[config.mk]
export PLATFORM = sky130hd
export DESIGN_NAME = hwc_mix
export DESIGN_NICKNAME = d
export VERILOG_FILES = /design/src/rtl/hwc_pkg.sv /design/src/rtl/hwc_stage.sv /design/src/rtl/hwc_mix.sv
export SDC_FILE = /design/constraint.sdc
export NUM_CORES = 2
export LEC_CHECK = 0
export BUFFER_PORTS_ARGS = -buffer_cell sky130_fd_sc_hd__buf_4
export CAP_MARGIN = 20
export CORE_MARGIN = 8
export CORE_UTILIZATION = 45
export CTS_BUF_LIST = sky130_fd_sc_hd__clkbuf_16
export CTS_CLUSTER_SIZE = 14
export DETAILED_ROUTE_END_ITERATION = 6
export MAX_ROUTING_LAYER = met4
export PLACE_DENSITY = 0.6
export SLEW_MARGIN = 20
export SYNTH_ARGS = -nofsm -noshare
export SYNTH_HDL_FRONTEND = slang
export SYNTH_SLANG_ARGS = --single-unit
[constraint.sdc]
create_clock -name clk_i -period 12.13 [get_ports clk_i]
set_input_delay 0.6065 -clock clk_i [delete_from_list [all_inputs] [get_ports clk_i]]
set_output_delay 0.6065 -clock clk_i [all_outputs]
set_load 0.005 [all_outputs]
[src/rtl/hwc_pkg.sv]
package hwc_pkg;

  localparam int unsigned WordW   = 32;
  localparam int unsigned MixRows = 9;
  localparam int unsigned RowIdxW = $clog2(MixRows);

  localparam logic [WordW-1:0] Golden = 32'h9e3779b9;

  typedef enum logic [1:0] {
    ROW_X,
    ROW_G,
    ROW_Y
  } row_kind_e;

  typedef struct packed {
    logic [WordW-1:0] x;
    logic [WordW-1:0] g;
    logic [WordW-1:0] y;
  } mix_t;

  typedef struct packed {
    logic cmd;
    mix_t a;
    mix_t b;
  } pipe_t;

  localparam row_kind_e RowKind [MixRows] = '{
    ROW_X, ROW_G, ROW_Y,
    ROW_X, ROW_G, ROW_Y,
    ROW_X, ROW_G, ROW_Y
  };

  localparam logic [4:0] RowShift [MixRows] = '{
    5'd13, 5'd8, 5'd13,
    5'd12, 5'd16, 5'd5,
    5'd3, 5'd10, 5'd15
  };

  function automatic mix_t mix_init(logic [WordW-1:0] x, logic [WordW-1:0] y);
    mix_t s;
    s.x = x;
    s.g = Golden;
    s.y = y;
    return s;
  endfunction

  // one line of the lookup2 mix; the very first line drops g as the leading
  // add and subtract of the golden word cancel
  function automatic mix_t row_op(mix_t s, logic [RowIdxW-1:0] line);
    mix_t             r;
    logic [WordW-1:0] gx;
    logic [4:0]       sh;
    r  = s;
    sh = RowShift[line];
    gx = (line == '0) ? '0 : s.g;
    case (RowKind[line])
      ROW_X: r.x = (s.x - gx - s.y) ^ (s.y >> sh);
      ROW_G: r.g = (s.g - s.y - s.x) ^ (s.x << sh);
      default: r.y = (s.y - s.x - s.g) ^ (s.g >> sh);
    endcase
    return r;
  endfunction

endpackage

[src/rtl/hwc_stage.sv]
module hwc_stage (
  input  logic                        clk_i,
  input  logic                        rst_ni,
  input  logic [hwc_pkg::RowIdxW-1:0] line_i,
  input  logic                        b_en_i,
  input  logic                        valid_i,
  output logic                        ready_o,
  input  hwc_pkg::pipe_t              data_i,
  output logic                        valid_o,
  input  logic                        ready_i,
  output hwc_pkg::pipe_t              data_o
);
  import hwc_pkg::*;

  logic  valid_q, valid_d;
  pipe_t data_q, data_d;

  assign ready_o = !valid_q || ready_i;

  always_comb begin
    valid_d    = ready_o ? valid_i : valid_q;
    data_d.cmd = data_i.cmd;
    data_d.a   = row_op(data_i.a, line_i);
    // lane b holds its word unchanged when disabled
    data_d.b   = b_en_i ? row_op(data_i.b, line_i) : data_i.b;
  end

  always_ff @(posedge clk_i or negedge rst_ni) begin
    if (!rst_ni) begin
      valid_q <= 1'b0;
    end else begin
      valid_q <= valid_d;
    end
  end

  always_ff @(posedge clk_i) begin
    if (valid_i && ready_o) begin
      data_q <= data_d;
    end
  end

  assign valid_o = valid_q;
  assign data_o  = data_q;

endmodule

[src/rtl/hwc_mix.sv]
module hwc_mix (
  input  logic           clk_i,
  input  logic           rst_ni,
  input  logic           b_en_i,
  input  logic           valid_i,
  output logic           ready_o,
  input  hwc_pkg::pipe_t data_i,
  output logic           valid_o,
  input  logic           ready_i,
  output hwc_pkg::pipe_t data_o
);
  import hwc_pkg::*;

  logic  vld [MixRows+1];
  logic  rdy [MixRows+1];
  pipe_t dat [MixRows+1];

  assign vld[0]       = valid_i;
  assign dat[0]       = data_i;
  assign ready_o      = rdy[0];
  assign rdy[MixRows] = ready_i;

  for (genvar i = 0; i < MixRows; i++) begin : g_row
    hwc_stage u_stage (
      .clk_i   (clk_i),
      .rst_ni  (rst_ni),
      .line_i  (RowIdxW'(i)),
      .b_en_i  (b_en_i),
      .valid_i (vld[i]),
      .ready_o (rdy[i]),
      .data_i  (dat[i]),
      .valid_o (vld[i+1]),
      .ready_i (rdy[i+1]),
      .data_o  (dat[i+1])
    );
  end

  assign valid_o = vld[MixRows];
  assign data_o  = dat[MixRows];

endmodule

## Word-level counts from Yosys, hierarchy flattened

Index checks and enable logic that the tools add are counted.

- Register bits after elaboration: 1746
- Bits of input ports: 198
- Logic and storage cells: 160

- Add/subtract/negate cells: 34
- Multiplexer cells: 9
- Bitwise operators: 18
- Reductions and logical operators: 27

Operator list:

| cell | number |
|---|---|
| $sub 32x32->32 | 34 |
| $mux 96 | 3 |
| $mux 64 | 3 |
| $xor 32x32->32 | 6 |
| $xor 32x19->32 | 4 |
| $mux 32 | 3 |
| $xor 32x17->32 | 2 |
| $xor 32x20->32 | 2 |
| $xor 32x27->32 | 2 |
| $xor 32x29->32 | 2 |
| $logic_and 1x1->1 | 9 |
| $logic_not 1->1 | 9 |
| $logic_or 1x1->1 | 9 |

## Longest topological paths before layout

- Depth in word-level cells: 11
- Gate-level depth with buffers: 15
- Gate-level depth less buffers: 15

## Hierarchy

From an unflattened synthesis, not the netlist that was laid out.

- Cell total of the unflattened synthesis: 35909
- Area, all modules: 301997.1 µm²

By module, submodules not included:

| module | times used | cells an instance | area each (µm²) |
|---|---|---|---|
| hwc_stage at g_row[3].u_stage ... | 5 | 3982 | 33382.0 |
| hwc_stage at g_row[2].u_stage | 1 | 4097 | 34314.2 |
| hwc_stage at g_row[0].u_stage | 1 | 3976 | 34309.2 |
| hwc_stage at g_row[8].u_stage | 1 | 3988 | 33617.2 |
| hwc_stage at g_row[1].u_stage | 1 | 3936 | 32839.0 |
| hwc_mix | 1 | 2 | 7.5 |

## Worst setup path before layout

No wires, ideal clock.

- Path type: register -> register
- Start: register g_row[4].u_stage.valid_q
- End: register g_row[3].u_stage.data_q, in the netlist g_row[3].u_stage.data_o[0] (enable)
- Data arrival time: 10821 ps
- Required time: 11269 ps
- Slack: 448 ps
- Stages on the path, launching flop included: 2
- Buffers on the path: 0
- Period minus slack after synthesis: 11682 ps
- Cell sequence: dfrtp_1 > a31oi_1

- Word-level cells in the longest chain between the ends: 4

RTL lines:

| item | RTL line | text |
|---|---|---|
| from (decl) | hwc_stage.sv:15 | `logic valid_q, valid_d;` |
| from (signal assigned) | hwc_stage.sv:32 | `valid_q <= valid_d;` |
| $logic_not 1->1 | hwc_stage.sv:18 | `assign ready_o = !valid_q \|\| ready_i;` |
| $logic_or 1x1->1 (2 in series) | hwc_stage.sv:18 |  |
| $logic_and 1x1->1 | hwc_stage.sv:37 | `if (valid_i && ready_o) begin` |
| to (signal assigned) | hwc_stage.sv:38 | `data_q <= data_d;` |
| to (decl) | hwc_stage.sv:16 | `pipe_t data_q, data_d;` |

No other way between the ends.
A chain may end at the register's enable or synchronous reset.

==> reports/metrics.cfg <==
[cts]
cts_tree=built
cts.repair.resized=0
cts_max_path_buffers=3
clk_latency_ns=0.82
cts-root-buf=clkbuf_16
path_clk_slew_ns=0.06
post_cts_buffers=0
htreeDepth=4
cts_buffers=187
holdBufCountCts=131
clock_sinks=1746

[route]
wire_per_inst_um=19.4
wl_um=226000
via_count=58700
drt_iter0_markers=4511
viasPerCell=5.04
drc=0
antenna_left=0
drt_first_pass_iters=6

[critical_path]
crit_required_ns=12.65
critPathLaunchType=flip-flop
worstSetupPathType=flip-flop to flip-flop
path_cells=inv_1, fa_1, ha_1, nor2b_1, o21ai_0, a21boi_0, o21ai_0, a211oi_1, o31ai_1, o21ai_0, a311oi_1, o21ai_0, xnor2_1, a21oi_1
crit_buf_inv=1
slowest_delay_ns=0.54
slowest_stage=o21ai_0
r2r_cells=14
path_max_fanout=4
path_common_cell=o21ai_0
crit_path_end_kind=flip-flop
rr_endpoint=g_row[1].u_stage.data_o[60]
rr_startpoint=g_row[0].u_stage.data_o[66]
crit_family=compound AO/OA/AOI/OAI gates
reg2reg_slack_ns=7.65
cp.arrival_ns=5.00

[global_route]
grt_pass1_wl_um=350000
antenna_found_initial=1
grt_max_degree=168
grt.overflow.total=0
grt_pass1_vias=60000
grt_usage=0.192

[status]
status=complete, no violations

[final_layout]
n_fill_cell=19400
drive_gt1_frac=0.0981
seqCellArea_mm2=0.0524
multi_input_area_mm2=0.0420
area_delta_synth_final_pct=12.6
final_nets=9790

[floorplan]
core_mm2=0.222
fp.dieW_um=489
rows=173
initial_core_util=0.453
io_pins=393
dieArea_mm2=0.239
fp.dieH_um=489

[yosys]
synth_fp_nets=9337
async_flop_share=0.00515
synth-edff-count=1737
synth-seq-cells=1746
synthTopCellsByArea=edfxtp_1, fa_1, ha_1, xnor2_1, inv_1
synth_top_area_frac=0.519
ys.warnings.count=0
synth_cell_types=87
syn_avg_cell_area_um2=12.5
dominantRegCellSynth=edfxtp_1
synth.cell_area_mm2=0.101
syn_inst=8061
synth_area_leader_cell=edfxtp_1
ys_seq_area_frac=0.521

[placed_design]
hpwl_um=179000
gp_congestion=0.905
portBuffers=392

[sta]
drv_slew=0
rsz0062_at_grt=no
fin_skew_ns=0.0303
layout_min_cycle_time_ns=4.48
tightest_slew_ns=0.994
setup_viol=0
max_freq_ghz=0.223
fin_setup_tns_ns=0
max_slew_margin=0.337
finalCritPeriodShare=0.369
hold_viol=0

[min_path]
hp-start=data_i[90]
hp-class=primary input to flip-flop
worst_hold_path.endpoint=g_row[0].u_stage.data_o[90]
hold_path_depth=3

[job]
max_cap_viol_count=0

[synth_stat cells (29+ instances only)]
| cell | n |
|---|---|
| mux2_2 | 86 |
| o21a_1 | 75 |
| buf_4 | 193 |
| o211ai_1 | 30 |
| ha_1 | 590 |
| a21oi_1 | 621 |
| nand2_1 | 239 |
| xor2_1 | 219 |
| o21ai_0 | 211 |
| nor3_1 | 73 |
| o31ai_1 | 29 |
| and3_1 | 33 |
| nor2b_1 | 57 |
| a21o_1 | 291 |
| nand3_1 | 107 |
| a31oi_1 | 51 |
| clkbuf_1 | 84 |
| edfxtp_1 | 1737 |
| inv_1 | 1184 |
| xnor2_1 | 751 |
| a211oi_1 | 41 |
| nor2_1 | 406 |
| nand2b_1 | 64 |
| o21bai_1 | 57 |
| fa_1 | 488 |
| nand4_1 | 47 |
[metrics by stage]
step	cells	area [µm²]	worst slack, ns	utilization	hold WS (ns)
2_1_floorplan	8061	101000	0.448	-	0.311
3_5_place_dp	11200	106000	7.72	0.476	0.417
6_report	11600	113000	7.65	0.510	0.116
4_1_cts	11600	113000	7.71	0.510	0.00667
5_1_grt	11600	113000	7.42	0.510	0.0427
3_3_place_gp	11200	106000	7.78	0.476	0.409
[final cells by class]
type / instances / share of cell area
clock buffer: 187 / 0.0413
sequential: 1746 / 0.463
multi-input combinational: 4848 / 0.371
tap: 2975 / 0.0329
inverter: 1184 / 0.0393
timing repair buffer: 547 / 0.0397
antenna: 1 / 0.0000221
clock inverter: 161 / 0.0131
[sequential cells by signal (all words and copies together) (netlist names)]
name and flops:
g_row.u_stage.data_o 1737, g_row.u_stage.valid_o 9
[worst max path at each step]
stage	from	to	slack (ns)	depth (start not counted)
6_report	g_row[0].u_stage.data_o[66]	g_row[1].u_stage.data_o[60]	7.65	14
5_1_grt	g_row[0].u_stage.data_o[66]	g_row[1].u_stage.data_o[58]	7.42	14
4_1_cts	g_row[7].u_stage.data_o[4]	g_row[8].u_stage.data_o[29]	7.71	13
3_5_place_dp	g_row[7].u_stage.data_o[4]	g_row[8].u_stage.data_o[29]	7.72	13
3_3_place_gp	b_en_i	g_row[0].u_stage.data_o[91]	7.78	6
2_1_floorplan	g_row[4].u_stage.valid_o	g_row[3].u_stage.data_o[0]	0.45	1
[worst min-delay path: cells and delay by family]
family | cells | cell delay [ns]
AO/OA/AOI/OAI | 1 | 0.07
AND/OR/NAND/NOR | 1 | 0.04
buffers and inverters | 1 | 0.08
[layout by cell type, fill, tap and decap left out, drive strengths merged, types with 13 or more instances in the layout]
master	synthesis	final
or2	18	18
nand2b	64	64
xnor2	751	751
nor3	73	73
a31oi	51	51
ha	590	590
nand3	107	107
nand4	47	47
o31ai	30	30
nand2	239	239
a21oi	622	622
clkinv	0	80
o21a	76	76
a211o	14	14
o21bai	57	57
a211oi	41	41
a21o	291	291
o211ai	30	30
bufinv	0	21
and2	22	22
or3	26	26
fa	488	488
dlygate4sd3	0	131
mux2	86	86
and3	33	33
xor2	219	219
nor2b	57	57
clkinvlp	0	17
a31o	15	15
nor2	406	406
edfxtp	1737	1737
o41ai	13	13
o21ai	216	216
a21boi	13	13
clkbuf	84	187
buf	199	416
inv	1184	1227
[metal layers]
metal,routed length [µm],GRT usage,share of wire
met5,0,-,0
met4,6650,0.0572,0.029
met3,9010,0.0222,0.040
met2,94500,0.275,0.42
met1,116000,0.288,0.51
[kinds of logic (layout without fill, tap and decap cells)]
logic type      Yosys count  in the layout  synth area share
mux                      90             90            0.0100
compound gates         1578           1578            0.0990
simple gates           1132           1132            0.0528
flops                  1746           1746             0.521
xor+xnor                970            970            0.0845
fa+ha+maj              1078           1078             0.171
buf+inv                1467           2079            0.0620
other cells               0              1                 0
Power is left out: the tool's default activity adds up to more than one toggle a clock period on the data nets, which glitch-free logic cannot reach.
